$ cat src/sv/lpcd_pkg.sv
// Package: shared types and constants of the length-prefixed command deframer
`timescale 1ns / 1ps
package lpcd_pkg;
	localparam int LENGTH_BYTES = 4;
	localparam int COUNT_WIDTH = 32;
	localparam int PFX_W = (LENGTH_BYTES > 1) ? $clog2(LENGTH_BYTES) : 1;
	localparam int QUEUE_DEPTH = 2;

	typedef enum logic [2:0] {
		PH_PREFIX  = 3'd0,
		PH_COMMAND = 3'd1,
		PH_PAYLOAD = 3'd2,
		PH_ERROR   = 3'd3,
		PH_ENDED   = 3'd4
	} phase_t;

	typedef enum logic [2:0] {
		EV_BYTE    = 3'd0,
		EV_ACCEPT  = 3'd1,
		EV_REJECT  = 3'd2,
		EV_REFUSED = 3'd3,
		EV_ENDED   = 3'd4
	} event_t;

	localparam logic [3:0] CMD_OPTIONS = 4'd0;
	localparam logic [3:0] CMD_MACRO   = 4'd1;
	localparam logic [3:0] CMD_CONNECT = 4'd2;
	localparam logic [3:0] CMD_HELO    = 4'd3;
	localparam logic [3:0] CMD_MAIL    = 4'd4;
	localparam logic [3:0] CMD_RCPT    = 4'd5;
	localparam logic [3:0] CMD_HEADER  = 4'd6;
	localparam logic [3:0] CMD_EOH     = 4'd7;
	localparam logic [3:0] CMD_BODY    = 4'd8;
	localparam logic [3:0] CMD_EOM     = 4'd9;
	localparam logic [3:0] CMD_ABORT   = 4'd10;
	localparam logic [3:0] CMD_QUIT    = 4'd11;
	localparam logic [3:0] CMD_UNKNOWN = 4'd12;

	localparam logic [3:0] ERR_NONE       = 4'd0;
	localparam logic [3:0] ERR_UNKNOWN    = 4'd1;
	localparam logic [3:0] ERR_CONTEXT    = 4'd2;
	localparam logic [3:0] ERR_HOST       = 4'd3;
	localparam logic [3:0] ERR_FAMILY     = 4'd4;
	localparam logic [3:0] ERR_PORT       = 4'd5;
	localparam logic [3:0] ERR_NO_TERM    = 4'd6;
	localparam logic [3:0] ERR_HELO       = 4'd7;
	localparam logic [3:0] ERR_HEADER     = 4'd10;
	localparam logic [3:0] ERR_TOO_LONG   = 4'd11;
	localparam logic [3:0] ERR_INVALID    = 4'd12;
	localparam logic [3:0] ERR_ZERO_LEN   = 4'd13;
	localparam logic [3:0] ERR_ENDED      = 4'd14;

	// connect parser steps
	localparam logic [2:0] CS_HOST   = 3'd0;
	localparam logic [2:0] CS_FAMILY = 3'd1;
	localparam logic [2:0] CS_PORTHI = 3'd2;
	localparam logic [2:0] CS_PORTLO = 3'd3;
	localparam logic [2:0] CS_AFTER  = 3'd4;
	localparam logic [2:0] CS_DONE   = 3'd5;
	localparam logic [2:0] CS_UNIX   = 3'd6;

	// classified word handed from the front to the back
	typedef struct packed {
		logic       ended;      // end of stream
		logic       refused;    // refused input
		logic [3:0] ref_err;
		logic       zero_len;   // zero length prefix
		logic       first;      // command byte
		logic       last;       // last byte of frame
		logic       has;
		logic [7:0] data;
		logic [3:0] cmd;
		logic [COUNT_WIDTH-1:0] pos;
		logic       len_one;
	} work_t;

	typedef struct packed {
		logic [2:0]  kind;
		logic        has;
		logic [7:0]  data;
		logic [3:0]  cmd;
		logic [2:0]  ctx;
		logic [1:0]  fam;
		logic [15:0] port;
		logic [31:0] nlen;
		logic [3:0]  err;
	} result_t;

	function automatic logic [3:0] decode_command(input logic [7:0] b);
		logic [3:0] c;
		unique case (b)
			8'h4F: c = CMD_OPTIONS;
			8'h44: c = CMD_MACRO;
			8'h43: c = CMD_CONNECT;
			8'h48: c = CMD_HELO;
			8'h4D: c = CMD_MAIL;
			8'h52: c = CMD_RCPT;
			8'h4C: c = CMD_HEADER;
			8'h4E: c = CMD_EOH;
			8'h42: c = CMD_BODY;
			8'h45: c = CMD_EOM;
			8'h41: c = CMD_ABORT;
			8'h51: c = CMD_QUIT;
			default: c = CMD_UNKNOWN;
		endcase
		return c;
	endfunction

	// context letter: bit 3 set when valid
	function automatic logic [3:0] decode_context(input logic [7:0] b);
		logic [3:0] c;
		unique case (b)
			8'h43: c = 4'b1000;
			8'h48: c = 4'b1001;
			8'h4D: c = 4'b1010;
			8'h52: c = 4'b1011;
			8'h4C: c = 4'b1100;
			8'h4E: c = 4'b1101;
			8'h42: c = 4'b1110;
			8'h45: c = 4'b1111;
			default: c = 4'b0000;
		endcase
		return c;
	endfunction
endpackage

$ cat src/sv/lpcd_front.sv
// Front end: length prefix collection, framing and word classification
`timescale 1ns / 1ps
module lpcd_front (
	input  logic                 clk,
	input  logic                 arst_n,
	input  logic                 valid,
	output logic                 ready,
	input  logic [7:0]           data_byte,
	input  logic                 end_stream,
	output logic                 push,
	input  logic                 full,
	input  logic                 verdict_reject,
	output lpcd_pkg::work_t      work
);
	import lpcd_pkg::*;

	phase_t                 phase_q;
	logic [PFX_W-1:0]       pfx_q;
	logic [COUNT_WIDTH-1:0] len_q;
	logic [COUNT_WIDTH-1:0] left_q;
	logic [COUNT_WIDTH-1:0] pos_q;
	logic [3:0]             cmd_q;
	logic [COUNT_WIDTH-1:0] len_next;
	logic                   acc;

	assign ready = !full;
	assign acc = valid && ready;
	assign push = acc && !(phase_q == PH_PREFIX && !end_stream
		&& (int'(pfx_q) != LENGTH_BYTES - 1 || len_next != '0))
		&& !(phase_q == PH_COMMAND && !end_stream && len_q != COUNT_WIDTH'(1));

	if (COUNT_WIDTH > 8) begin : g_wide
		assign len_next = {len_q[COUNT_WIDTH-9:0], data_byte};
	end else begin : g_narrow
		assign len_next = data_byte[COUNT_WIDTH-1:0];
	end

	// classify the incoming word
	always_comb begin
		work = '0;
		work.data = data_byte;
		work.cmd = cmd_q;
		work.pos = pos_q;
		work.len_one = (len_q == COUNT_WIDTH'(1));
		if (end_stream) begin
			if (phase_q == PH_ENDED) begin
				work.refused = 1'b1;
				work.ref_err = ERR_ENDED;
			end else begin
				work.ended = 1'b1;
			end
		end else begin
			unique case (phase_q)
				PH_PREFIX: work.zero_len = 1'b1;
				PH_COMMAND: begin
					work.first = 1'b1;
					work.last = 1'b1;
					work.cmd = decode_command(data_byte);
				end
				PH_PAYLOAD: begin
					work.has = 1'b1;
					work.last = (left_q == COUNT_WIDTH'(1));
				end
				PH_ERROR: begin
					work.refused = 1'b1;
					work.ref_err = ERR_INVALID;
				end
				default: begin
					work.refused = 1'b1;
					work.ref_err = ERR_ENDED;
				end
			endcase
		end
	end

	// framing state; the verdict tracker's predicted reject is taken here so the front never waits for the back
	always_ff @(posedge clk or negedge arst_n) begin
		if (!arst_n) begin
			phase_q <= PH_PREFIX;
			pfx_q <= '0;
			len_q <= '0;
			left_q <= '0;
			pos_q <= '0;
			cmd_q <= CMD_OPTIONS;
		end else if (acc) begin
			if (end_stream) begin
				phase_q <= PH_ENDED;
			end else begin
				unique case (phase_q)
					PH_PREFIX: begin
						len_q <= len_next;
						if (int'(pfx_q) != LENGTH_BYTES - 1) begin
							pfx_q <= pfx_q + 1'b1;
						end else begin
							pfx_q <= '0;
							phase_q <= (len_next == '0) ? PH_ERROR : PH_COMMAND;
						end
					end
					PH_COMMAND: begin
						cmd_q <= decode_command(data_byte);
						left_q <= len_q - 1'b1;
						pos_q <= '0;
						if (len_q == COUNT_WIDTH'(1)) begin
							phase_q <= verdict_reject ? PH_ERROR : PH_PREFIX;
							len_q <= '0;
						end else begin
							phase_q <= PH_PAYLOAD;
						end
					end
					PH_PAYLOAD: begin
						left_q <= left_q - 1'b1;
						pos_q <= pos_q + 1'b1;
						if (left_q == COUNT_WIDTH'(1)) begin
							phase_q <= verdict_reject ? PH_ERROR : PH_PREFIX;
							len_q <= '0;
						end
					end
					default: ;
				endcase
			end
		end
	end
endmodule

$ cat src/sv/lpcd_queue.sv
// Short queue of classified words between front and back
`timescale 1ns / 1ps
module lpcd_queue (
	input  logic            clk,
	input  logic            arst_n,
	input  logic            push,
	input  lpcd_pkg::work_t din,
	output logic            full,
	output logic            pop_valid,
	input  logic            pop,
	output lpcd_pkg::work_t dout
);
	import lpcd_pkg::*;

	localparam int AW = $clog2(QUEUE_DEPTH);

	work_t           mem_q [QUEUE_DEPTH];
	logic [AW-1:0]   wr_q;
	logic [AW-1:0]   rd_q;
	logic [AW:0]     cnt_q;

	assign full = (cnt_q == (AW+1)'(QUEUE_DEPTH));
	assign pop_valid = (cnt_q != '0);
	assign dout = mem_q[rd_q];

	always_ff @(posedge clk) begin
		if (push) mem_q[wr_q] <= din;
	end

	always_ff @(posedge clk or negedge arst_n) begin
		if (!arst_n) begin
			wr_q <= '0;
			rd_q <= '0;
			cnt_q <= '0;
		end else begin
			if (push) wr_q <= wr_q + 1'b1;
			if (pop) rd_q <= rd_q + 1'b1;
			cnt_q <= cnt_q + (AW+1)'(push) - (AW+1)'(pop);
		end
	end
endmodule

$ cat src/sv/lpcd_back.sv
// Back end: per-command rule checks and result register
`timescale 1ns / 1ps
module lpcd_back (
	input  logic              clk,
	input  logic              arst_n,
	input  logic              in_valid,
	output logic              pop,
	input  lpcd_pkg::work_t   work,
	output logic              out_valid,
	input  logic              out_ready,
	output lpcd_pkg::result_t res_q
);
	import lpcd_pkg::*;

	logic [2:0]  ctx_q;
	logic        ctx_ok_q;
	logic [2:0]  step_q;
	logic [1:0]  fam_q;
	logic [15:0] port_q;
	logic [31:0] fzo_q;
	logic        zs_q;
	logic        valid_q;

	// state after this word, used for the verdict
	logic        start;
	logic [2:0]  ctx_n;
	logic        ctx_ok_n;
	logic [2:0]  step_n;
	logic [1:0]  fam_n;
	logic [15:0] port_n;
	logic [31:0] fzo_n;
	logic        zs_n;
	logic        lz;
	logic [3:0]  err;
	logic [3:0]  cx;
	result_t     r;

	assign pop = in_valid && (!valid_q || out_ready);
	assign out_valid = valid_q;

	always_comb begin
		// a frame starts at its command word or, when that word is not queued, its first payload word
		start = work.first || (work.has && work.pos == '0);
		ctx_n = start ? 3'd0 : ctx_q;
		ctx_ok_n = start ? 1'b0 : ctx_ok_q;
		step_n = start ? CS_HOST : step_q;
		fam_n = start ? 2'd0 : fam_q;
		port_n = start ? 16'd0 : port_q;
		fzo_n = start ? 32'd0 : fzo_q;
		zs_n = start ? 1'b0 : zs_q;
		lz = (work.data == 8'd0);
		cx = decode_context(work.data);
		if (work.has) begin
			if (work.cmd == CMD_MACRO && work.pos == '0) begin
				ctx_ok_n = cx[3];
				ctx_n = cx[2:0];
			end
			if (work.cmd == CMD_CONNECT) begin
				unique case (step_n)
					CS_HOST: if (lz) step_n = CS_FAMILY;
					CS_FAMILY: begin
						if (work.data == 8'h55) begin
							step_n = CS_UNIX;
						end else begin
							step_n = CS_PORTHI;
							fam_n = (work.data == 8'h4C) ? 2'd0 :
								(work.data == 8'h34) ? 2'd1 :
								(work.data == 8'h36) ? 2'd2 : 2'd3;
						end
					end
					CS_PORTHI: begin
						port_n = {work.data, 8'd0};
						step_n = CS_PORTLO;
					end
					CS_PORTLO: begin
						port_n = {port_n[15:8], work.data};
						step_n = CS_AFTER;
					end
					CS_AFTER: step_n = CS_DONE;
					default: ;
				endcase
			end
			if (lz && !zs_n) begin
				zs_n = 1'b1;
				fzo_n = 32'(work.pos);
			end
		end

		// rule check for the frame's verdict
		unique case (work.cmd)
			CMD_OPTIONS, CMD_BODY, CMD_EOM: err = ERR_NONE;
			CMD_MACRO: err = ctx_ok_n ? ERR_NONE : ERR_CONTEXT;
			CMD_CONNECT: begin
				if (step_n == CS_HOST) err = ERR_HOST;
				else if (step_n == CS_UNIX) err = ERR_FAMILY;
				else if (step_n != CS_DONE) err = ERR_PORT;
				else if (!lz) err = ERR_NO_TERM;
				else if (fam_n == 2'd3) err = ERR_FAMILY;
				else err = ERR_NONE;
			end
			CMD_HELO, CMD_MAIL, CMD_RCPT:
				err = lz ? ERR_NONE : ERR_HELO + (work.cmd - CMD_HELO);
			CMD_HEADER: err = (zs_n && lz) ? ERR_NONE : ERR_HEADER;
			CMD_EOH, CMD_ABORT, CMD_QUIT: err = work.len_one ? ERR_NONE : ERR_TOO_LONG;
			default: err = ERR_UNKNOWN;
		endcase

		r = '0;
		if (work.ended) begin
			r.kind = EV_ENDED;
		end else if (work.refused) begin
			r.kind = EV_REFUSED;
			r.err = work.ref_err;
		end else if (work.zero_len) begin
			r.kind = EV_REJECT;
			r.cmd = CMD_UNKNOWN;
			r.err = ERR_ZERO_LEN;
		end else begin
			r.has = work.has;
			r.data = work.has ? work.data : 8'd0;
			r.cmd = work.cmd;
			if (!work.last) begin
				r.kind = EV_BYTE;
			end else if (err != ERR_NONE) begin
				r.kind = EV_REJECT;
				r.err = err;
			end else begin
				r.kind = EV_ACCEPT;
				r.ctx = (work.cmd == CMD_MACRO) ? ctx_n : 3'd0;
				r.fam = (work.cmd == CMD_CONNECT) ? fam_n : 2'd0;
				r.port = (work.cmd == CMD_CONNECT) ? port_n : 16'd0;
				r.nlen = (work.cmd == CMD_HEADER) ? fzo_n : 32'd0;
			end
		end
	end

	always_ff @(posedge clk or negedge arst_n) begin
		if (!arst_n) begin
			valid_q <= 1'b0;
			ctx_q <= '0;
			ctx_ok_q <= 1'b0;
			step_q <= CS_HOST;
			fam_q <= '0;
			port_q <= '0;
			fzo_q <= '0;
			zs_q <= 1'b0;
		end else begin
			if (pop) begin
				valid_q <= 1'b1;
				ctx_q <= ctx_n;
				ctx_ok_q <= ctx_ok_n;
				step_q <= step_n;
				fam_q <= fam_n;
				port_q <= port_n;
				fzo_q <= fzo_n;
				zs_q <= zs_n;
			end else if (out_ready) begin
				valid_q <= 1'b0;
			end
		end
	end

	always_ff @(posedge clk) begin
		if (pop) res_q <= r;
	end
endmodule

$ cat src/sv/lpcd_verdict.sv
// Early reject prediction so the front can lock without waiting for the back
`timescale 1ns / 1ps
module lpcd_verdict (
	input  logic            clk,
	input  logic            arst_n,
	input  logic            acc,
	input  lpcd_pkg::work_t work,
	output logic            reject
);
	import lpcd_pkg::*;

	// tracking of the frame rules on the accepted side
	logic [2:0] step_q;
	logic       fam_bad_q;
	logic       ctx_ok_q;
	logic       zs_q;
	logic [2:0] step_n;
	logic       fam_bad_n;
	logic       ctx_ok_n;
	logic       zs_n;
	logic       lz;
	logic [3:0] cx;

	always_comb begin
		step_n = work.first ? CS_HOST : step_q;
		fam_bad_n = work.first ? 1'b0 : fam_bad_q;
		ctx_ok_n = work.first ? 1'b0 : ctx_ok_q;
		zs_n = work.first ? 1'b0 : zs_q;
		lz = (work.data == 8'd0);
		cx = decode_context(work.data);
		if (work.has) begin
			if (work.cmd == CMD_MACRO && work.pos == '0) ctx_ok_n = cx[3];
			if (work.cmd == CMD_CONNECT) begin
				unique case (step_q)
					CS_HOST: if (lz) step_n = CS_FAMILY;
					CS_FAMILY: begin
						if (work.data == 8'h55) begin
							step_n = CS_UNIX;
						end else begin
							step_n = CS_PORTHI;
							fam_bad_n = !(work.data == 8'h4C || work.data == 8'h34
								|| work.data == 8'h36);
						end
					end
					CS_PORTHI: step_n = CS_PORTLO;
					CS_PORTLO: step_n = CS_AFTER;
					CS_AFTER: step_n = CS_DONE;
					default: ;
				endcase
			end
			if (lz) zs_n = 1'b1;
		end
		unique case (work.cmd)
			CMD_OPTIONS, CMD_BODY, CMD_EOM: reject = 1'b0;
			CMD_MACRO: reject = !ctx_ok_n;
			CMD_CONNECT: reject = step_n != CS_DONE || !lz || fam_bad_n;
			CMD_HELO, CMD_MAIL, CMD_RCPT: reject = !lz;
			CMD_HEADER: reject = !(zs_n && lz);
			CMD_EOH, CMD_ABORT, CMD_QUIT: reject = !work.len_one;
			default: reject = 1'b1;
		endcase
	end

	always_ff @(posedge clk or negedge arst_n) begin
		if (!arst_n) begin
			step_q <= CS_HOST;
			fam_bad_q <= 1'b0;
			ctx_ok_q <= 1'b0;
			zs_q <= 1'b0;
		end else if (acc && (work.first || work.has)) begin
			step_q <= step_n;
			fam_bad_q <= fam_bad_n;
			ctx_ok_q <= ctx_ok_n;
			zs_q <= zs_n;
		end
	end
endmodule

$ cat src/sv/length_prefixed_command_deframer_unit.sv
// Top level of the length-prefixed command deframer
`timescale 1ns / 1ps
// Takes one stream word per cycle while the queue has room and gives at most one
// result per word. A front end collects the length prefix and frames commands; a
// rule tracker beside it decides a rejection on the frame's last word so the front
// locks at once; a two-entry queue feeds the back end, which checks the command
// rules and holds the result in an output register. Sustained rate is one word per
// cycle, set by the front taking a word every cycle while the queue has room. When
// the output is free, an accepted word enters the queue at its accepting edge and
// the back then registers its result in the output register. Prefix words, but for
// the last prefix word of a zero length, and the command word of a longer frame
// give no result and skip the queue. When the output is held, the queue and the
// output register absorb three results before the input is held off.
module length_prefixed_command_deframer_unit (
	input  logic        clk,
	input  logic        arst_n,
	input  logic        in_valid,
	output logic        in_ready,
	input  logic [7:0]  data_byte,
	input  logic        end_stream,
	output logic        out_valid,
	input  logic        out_ready,
	output logic [2:0]  event_kind,
	output logic        has_byte,
	output logic [7:0]  payload_byte,
	output logic [3:0]  command_code,
	output logic [2:0]  macro_scope,
	output logic [1:0]  address_family,
	output logic [15:0] port_number,
	output logic [31:0] name_length,
	output logic [3:0]  error_code
);
	import lpcd_pkg::*;

	work_t   work_f;
	work_t   work_b;
	result_t res;
	logic    push;
	logic    full;
	logic    q_valid;
	logic    pop;
	logic    reject;

	lpcd_front u_front (
		.clk, .arst_n, .valid(in_valid), .ready(in_ready), .data_byte, .end_stream,
		.push, .full, .verdict_reject(reject), .work(work_f)
	);

	lpcd_verdict u_verdict (
		.clk, .arst_n, .acc(in_valid && in_ready && !end_stream), .work(work_f),
		.reject
	);

	lpcd_queue u_queue (
		.clk, .arst_n, .push, .din(work_f), .full, .pop_valid(q_valid), .pop,
		.dout(work_b)
	);

	lpcd_back u_back (
		.clk, .arst_n, .in_valid(q_valid), .pop, .work(work_b),
		.out_valid, .out_ready, .res_q(res)
	);

	assign event_kind = res.kind;
	assign has_byte = res.has;
	assign payload_byte = res.data;
	assign command_code = res.cmd;
	assign macro_scope = res.ctx;
	assign address_family = res.fam;
	assign port_number = res.port;
	assign name_length = res.nlen;
	assign error_code = res.err;

	// never push into a full queue
	a_no_overflow: assert property (@(posedge clk) disable iff (!arst_n)
		push |-> !full) else $error("queue overflow");

	// a payload word carries no error
	a_byte_clean: assert property (@(posedge clk) disable iff (!arst_n)
		out_valid && event_kind == EV_BYTE |-> error_code == ERR_NONE && has_byte)
		else $error("payload word with error");

	// accepted verdicts carry no error
	a_accept_clean: assert property (@(posedge clk) disable iff (!arst_n)
		out_valid && event_kind == EV_ACCEPT |-> error_code == ERR_NONE)
		else $error("accepted frame with error");
endmodule
$ cat config.mk
export PLATFORM = sky130hd
export DESIGN_NAME = length_prefixed_command_deframer_unit
export DESIGN_NICKNAME = d
export VERILOG_FILES = /design/src/sv/lpcd_pkg.sv /design/src/sv/lpcd_front.sv /design/src/sv/lpcd_queue.sv /design/src/sv/lpcd_back.sv /design/src/sv/lpcd_verdict.sv /design/src/sv/length_prefixed_command_deframer_unit.sv
export SDC_FILE = /design/constraint.sdc
export NUM_CORES = 1
export LEC_CHECK = 0
export BUFFER_PORTS_ARGS = -buffer_cell sky130_fd_sc_hd__buf_4
export CAP_MARGIN = 5
export CORE_UTILIZATION = 50
export DETAILED_ROUTE_END_ITERATION = 7
export PLACE_DENSITY = 0.68
export SETUP_SLACK_MARGIN = 0.02
export SLEW_MARGIN = 5
export SYNTH_ARGS = -nofsm -noshare
export SYNTH_HDL_FRONTEND = slang
export SYNTH_SLANG_ARGS = --single-unit
$ cat constraint.sdc
create_clock -name clk -period 14 [get_ports clk]
set_clock_uncertainty 0.1 [all_clocks]
set_input_delay 1.4 -clock clk [delete_from_list [all_inputs] [get_ports clk]]
set_output_delay 1.4 -clock clk [all_outputs]
set_load 0.02 [all_outputs]
== Word-level counts from Yosys, hierarchy flattened ==
Memories as Yosys holds them, arrays and structs flattened.
Index checks and enable logic that the tools add are counted.

* $add $sub $neg: 10
* $mul: 0
* Divide/modulo/power cells: 0
* $lt $le $gt $ge: 0
* Eq/ne operators: 73
* Shifts and indexed selects: 0
* Multiplexer cells: 99
* Bitwise operators: 6
* Reductions and logical operators: 70

{| class="wikitable"
|+ Operators by type and width
! cell !! number
|-
| == test 8 x 7 -> 1 bit (second input constant) || 22
|-
| two-way mux 32 bit || 5
|-
| case mux 32 bit (2 select lines) || 2
|-
| zero test 32 bit || 3
|-
| case mux 32 bit (3 select lines) || 1
|-
| == test 32 x 1 -> 1 bit (second input constant) || 2
|-
| case mux 4 bit (8 select lines) || 2
|-
| subtractor 32 x 1 -> 32 bit (second input constant) || 2
|-
| two-way mux 3 bit || 20
|-
| two-way mux 4 bit || 15
|-
| two-way mux 16 bit || 3
|-
| case mux 4 bit (12 select lines) || 1
|-
| adder 32 x 1 -> 32 bit (second input constant) || 1
|-
| == test 4 x 3 -> 1 bit (second input constant) || 8
|-
| == test 4 bit (second input constant) || 8
|-
| == test 8 x 6 -> 1 bit (second input constant) || 4
|-
| inequality test 32 x 1 -> 1 bit (second input constant) || 1
|-
| case mux 16 bit (2 select lines) || 1
|-
| nonzero test 32 bit || 1
|-
| case mux 3 bit (5 select lines) || 2
|-
| two-way mux 1 bit || 27
|-
| two-way mux 2 bit || 13
|-
| case mux 4 bit (6 select lines) || 1
|-
| OR reduction 3 bit || 8
|-
| other kinds (36) || 105
|}

* Register bits after elaboration: 247
* Bits in latches: 0
* Bits in writable memories: 110
* Memory bits (read-only): 0
* Bits of input ports: 13
* Output and inout port bits: 75
* Word-level logic and storage cells: 290
* Memories kept: 1

{| class="wikitable"
|+ Memory list
! memory !! words !! width !! read ports !! clocked after memory_dff !! write ports !! line !! text
|-
| u_queue.mem_q || 2 || 55 || 1 || 0 || 1 || lpcd_queue.sv:17 || <nowiki>work_t mem_q [QUEUE_DEPTH];</nowiki>
|}

== Logic depth before layout (Yosys ltp) ==
An unclocked memory read counts as a cell.

* Depth after elaboration: 21
* Depth in mapped cells: 17
* Gate-level depth less buffers: 12

== By module ==
Synthesis repeated with hierarchy kept, for this count alone.

* Cell total of the unflattened synthesis: 1587
* Area, all modules: 18198.7 µm²

{| class="wikitable"
|+ Modules (own cells, without submodules)
! module !! times used !! cells an instance !! area each (µm²) !! sequential area each (µm²)
|-
| lpcd_back || 1 || 579 || 6722.7 || 3668.5
|-
| lpcd_front || 1 || 729 || 6433.7 || 2627.5
|-
| lpcd_queue || 1 || 186 || 4332.9 || 3403.3
|-
| lpcd_verdict || 1 || 92 || 700.7 || 150.1
|-
| length_prefixed_command_deframer_unit || 1 || 1 || 8.8 || 0.0
|}

== Worst setup path after synthesis ==
No wires, ideal clock.

* Path kind: input to register
* Start point: in data_byte[1]
* End point: mem u_queue.mem_q[0][0] in the netlist's numbering (enable)
* Setup time: 0.591 ns
* Data arrival time: 7.386 ns
* Data required time: 13.309 ns
* Slack: 5.923 ns
* Stages on the path: 6
* Buffers on the path: 2
* Cells stage by stage: clkbuf_1 > nor4_1 > and3_1 > clkbuf_1 > a31oi_1 > nor4_1

* Word-level cells in the longest chain between the ends: 8

{| class="wikitable"
|+ Ends and longest elaborated chain
! item !! line !! text
|-
| start: declaration || length_prefixed_command_deframer_unit.sv:19 || <nowiki>input logic [7:0] data_byte,</nowiki>
|-
| nonzero test 32 bit || lpcd_front.sv:29 || <nowiki>&& (int'(pfx_q) != LENGTH_BYTES - 1 || len_next != '0))</nowiki>
|-
| logical OR 1 bit || lpcd_front.sv:29 ||
|-
| logical AND 1 bit || lpcd_front.sv:29 ||
|-
| zero test 1 bit || lpcd_front.sv:28 || <nowiki>assign push = acc && !(phase_q == PH_PREFIX && !end_stream</nowiki>
|-
| logical AND 1 bit || lpcd_front.sv:28 ||
|-
| logical AND 1 bit || lpcd_front.sv:30 || <nowiki>&& !(phase_q == PH_COMMAND && !end_stream && len_q != COUNT_WIDTH'(1));</nowiki>
|-
| two-way mux 1 bit || lpcd_queue.sv:27 || <nowiki>if (push) mem_q[wr_q] <= din;</nowiki>
|-
| two-way mux 1 bit (not written as such) || lpcd_queue.sv:27 ||
|-
| end: declaration || lpcd_queue.sv:17 ||
|}

Every way passes these cells.

== Worst setup path after layout ==
* Start point: reg u_queue.rd_q
* End point: reg u_back.fzo_q[20]

* Word-level cells in the longest chain between the ends: 9
* Elaborated cells between the ends (all ways): 11
* Those cells by class: 4 x mux; 6 x reduce/logical; 1 x memory

{| class="wikitable"
|+ Ends and longest elaborated chain
! item !! line !! text
|-
| start: declaration || lpcd_queue.sv:19 || <nowiki>logic [AW-1:0] rd_q;</nowiki>
|-
| start signal: assignment || lpcd_queue.sv:37 || <nowiki>if (pop) rd_q <= rd_q + 1'b1;</nowiki>
|-
| memory read (2 x 55 bit) * || -- ||
|-
| zero test 32 bit || lpcd_back.sv:43 || <nowiki>start = work.first || (work.has && work.pos == '0);</nowiki>
|-
| logical AND 1 bit || lpcd_back.sv:43 ||
|-
| logical OR 1 bit || lpcd_back.sv:43 ||
|-
| two-way mux 1 bit || lpcd_back.sv:50 || <nowiki>zs_n = start ? 1'b0 : zs_q;</nowiki>
|-
| zero test 1 bit || lpcd_back.sv:83 || <nowiki>if (lz && !zs_n) begin</nowiki>
|-
| logical AND 1 bit || lpcd_back.sv:83 ||
|-
| two-way mux 32 bit || lpcd_back.sv:83 ||
|-
| two-way mux 32 bit * || lpcd_back.sv:53 || <nowiki>if (work.has) begin</nowiki>
|-
| end signal: assignment || lpcd_back.sv:155 || <nowiki>fzo_q <= fzo_n;</nowiki>
|-
| end: declaration || lpcd_back.sv:20 || <nowiki>logic [31:0] fzo_q;</nowiki>
|}

Every way passes the cells marked *; elsewhere a longest branch is shown, timed or not.
A chain may end at the register's enable or synchronous reset.

==> run summary <==
status: finished, final reports clean
CTS tree: done
DRT Pass-1 Iters: 8
Clock transition at path regs: 0.06 ns
area fraction of the dominant cell type after synthesis: 31.4%
vias: 12700
Final Cell Area: 19100 um2
CTS max path bufs: 3
Post-CTS Setup Repair Bufs: 0
Int Power: 2200 uW
crit path max fanout: 43
critical path type: flop to flop
worst reg2reg setup slack: 8.58 ns
Flop pwr share: 43.9%
crit path capture type: flop
Starting Density: 50.6%
IO buf count: 87
RSZ-0062 raised after global routing: no
Area after DPL: 17900 um2
cts hold-fix bufs: 0
Worst EP required: 14.34 ns
Unique masters post-synth: 78
power per standard cell area: 176 nW/um2
grt met3 use: 2.92%
first-pass GRT wire length: 62500 um
Nets: 1727
Primary FF master, synth: edfxtp_1
Iteration-0 DRC Markers: 1051
Total GRT Usage: 22.9%
H-tree depth: 2
worst hold path type: flop to flop
TNS Setup: 0 ns
max-slew violations: 0
Die H: 186 um
Clock power frac: 28.0%
VDD IR max: 113 uV
Resize count post-CTS: 0
post-route ant nets: 0
Seq/Total Area, Yosys: 57.1%
Yosys warning count: 0
Mapped Cells: 1629
Slew HR: 15.9%
CTS root buf: clkbuf_16
Worst Hold Slack: 0.379 ns
die area: 34600 um2
post-DP HPWL: 26600 um
crit share post-route: 38.7%
Worst Tran Pin Value: 1.26 ns
top post-synthesis cells by area: edfxtp_1 31%, dfrtp_1 26%, nand2_1 5.5%
ANT cells: 0
gr ovfl total: 0
Global Route met1 Usage: 33.2%
IO Count: 88
fraction of registers with async set/reset: 49.6%
synthesized area: 16900 um2
Arr. time, crit path: 5.76 ns
grt peak-use layer: met2
Vias/cell: 5.82
vias in the first global route: 11900
Switch Pwr: 1160 uW
worst skew pair latency: 0.53 ns
crit path launch type: flop
Residual DRC: 0
layout cells sized above 1: 13.6%
count of final hold-check violations: 0
Period minus WS final: 5.42 ns
TritonCTS buffer count: 38
met2 Use GR: 36.0%
row count: 67
Fmax: 0.185 GHz
final setup vio count: 0
Routed WL: 39000 um
clk sinks: 351
Yosys top cell by area: edfxtp_1
core area: 33400 um2
switch share: 34.6%
syn_nets: 1654
gp weighted congestion: 0.904
post-synthesis register bit count: 351
Avg Cell Area, Syn: 10.4 um2
Area Overhead vs Synth: 12.9%
Combinational Power Share: 28.1%
P_leak: 0.00761 uW
Die W: 186 um
pin count of the biggest net entering global routing: 77
Max-Cap Viols: 0
EDFF count, synth: 177
DR WL/cell: 17.9 um
initial antenna violation count: 0
## critical path, stage by stage, from the launching register on
cell,delay [ns]
dfrtp_4,0.77
buf_4,0.57
nor4_1,0.13
nand4_1,0.12
nor4_1,0.06
o211ai_1,0.73
nand2_1,0.45
nor2_1,1.05
nand2b_1,1.05
nand2_1,0.15
o21ai_0,0.12
## cell usage after synthesis, drive strengths merged (4+ instances only)
master	instances
a211oi	11
a21oi	89
a22oi	15
a31o	5
a31oi	25
a32o	4
and2	13
and3	8
buf	25
clkbuf	45
dfrtp	174
edfxtp	177
ha	12
inv	31
mux2	24
mux2i	35
nand2	248
nand2b	15
nand3	72
nand3b	5
nand4	23
nor2	182
nor2b	11
nor3	53
nor3b	6
nor4	38
nor4b	5
o211ai	6
o21ai	112
o221ai	6
o22ai	11
o31ai	11
or2	4
or3	13
or4	10
xnor2	26
xor2	35
## flip-flops by register name, indices dropped and copies added (netlist names), 3 cells and up
signal            flops
u_queue.mem_q       104
u_back.res_q         73
u_back.fzo_q         32
u_front.left_q       32
u_front.len_q        32
u_front.pos_q        32
u_back.port_q        16
u_front.cmd_q         4
u_back.ctx_q          3
u_back.step_q         3
u_front.phase_q       3
u_verdict.step_q      3
## final timing paths
| kind | from | end | cells after the start |
|---|---|---|---|
| max in group asynchronous | arst_n | u_queue.rd_q | 3 |
| min in group asynchronous | arst_n | u_front.left_q[15] | 1 |
| setup reg to reg | u_queue.rd_q | u_back.fzo_q[20] | 10 |
| setup / recovery | u_queue.rd_q | u_back.fzo_q[20] | 10 |
| hold reg to reg | u_back.port_q[7] | u_back.port_q[7] | 2 |
| hold / removal | u_back.port_q[7] | u_back.port_q[7] | 2 |
## power by group through the flow
stage	clock (uW)	sequential, uW	combinational [uW]
final	944	1480	948
after global routing	997	1500	1040
after CTS	960	1480	946
after detailed placement	0	1490	941
after global placement	0	1490	931
after floorplan	0	1550	573
## metal layers
layer / share of wire [%] / up-vias
met5: 0 / -
met4: 2.2 / 0
met3: 5.5 / 70
met2: 46 / 394
met1: 46 / 6150
li1: - / 6060
## cell usage in the layout, fill, tap and decap left out, drive strengths merged, types with 8 or more instances in the layout
cell type,n
dfrtp,174
nor2b,11
nand4,23
xor2,35
o21ai,112
nand3,72
inv,32
buf,102
nor3,53
ha,12
mux2,24
o31ai,11
xnor2,26
nand2b,15
clkbuf,54
nor2,182
o22ai,11
clkinv,14
a21oi,89
mux2i,35
a31oi,25
or3,13
or4,10
nand2,248
edfxtp,177
a22oi,15
a211oi,11
and2,13
nor4,38
and3,8
## kinds of logic (layout without fill, tap and decap cells)
logic type      after synthesis  in the layout  synth area share [%]
compound gates              326            326                  12.0
flops                       351            351                  57.1
mux                          59             59                  3.69
xor+xnor                     61             61                  3.15
buf+inv                     102            204                  2.74
simple gates                718            718                  20.5
fa+ha+maj                    12             12                 0.886
## layout make-up
cell class / instances / area (um2)
Clock buffer: 53 / 1050
Fill cell: 2861 / 14300
Inverter: 32 / 121
Sequential cell: 351 / 9670
Timing Repair Buffer: 103 / 774
Tap cell: 448 / 561
Multi-Input combinational cell: 1176 / 6830
Clock inverter: 16 / 121
## through the flow
stage / worst slack, ns / total power, uW / utilization, % / std cells
CTS: 8.69 / 3380 / 57.2 / 2178
floorplan: 5.92 / 2120 / - / 1629
detailed placement: 8.70 / 2440 / 53.7 / 2109
global placement: 8.92 / 2420 / 53.7 / 2109
finish: 8.58 / 3370 / 57.2 / 2179
global route: 8.16 / 3540 / 57.2 / 2179
Power figures use the tool's default switching activity.
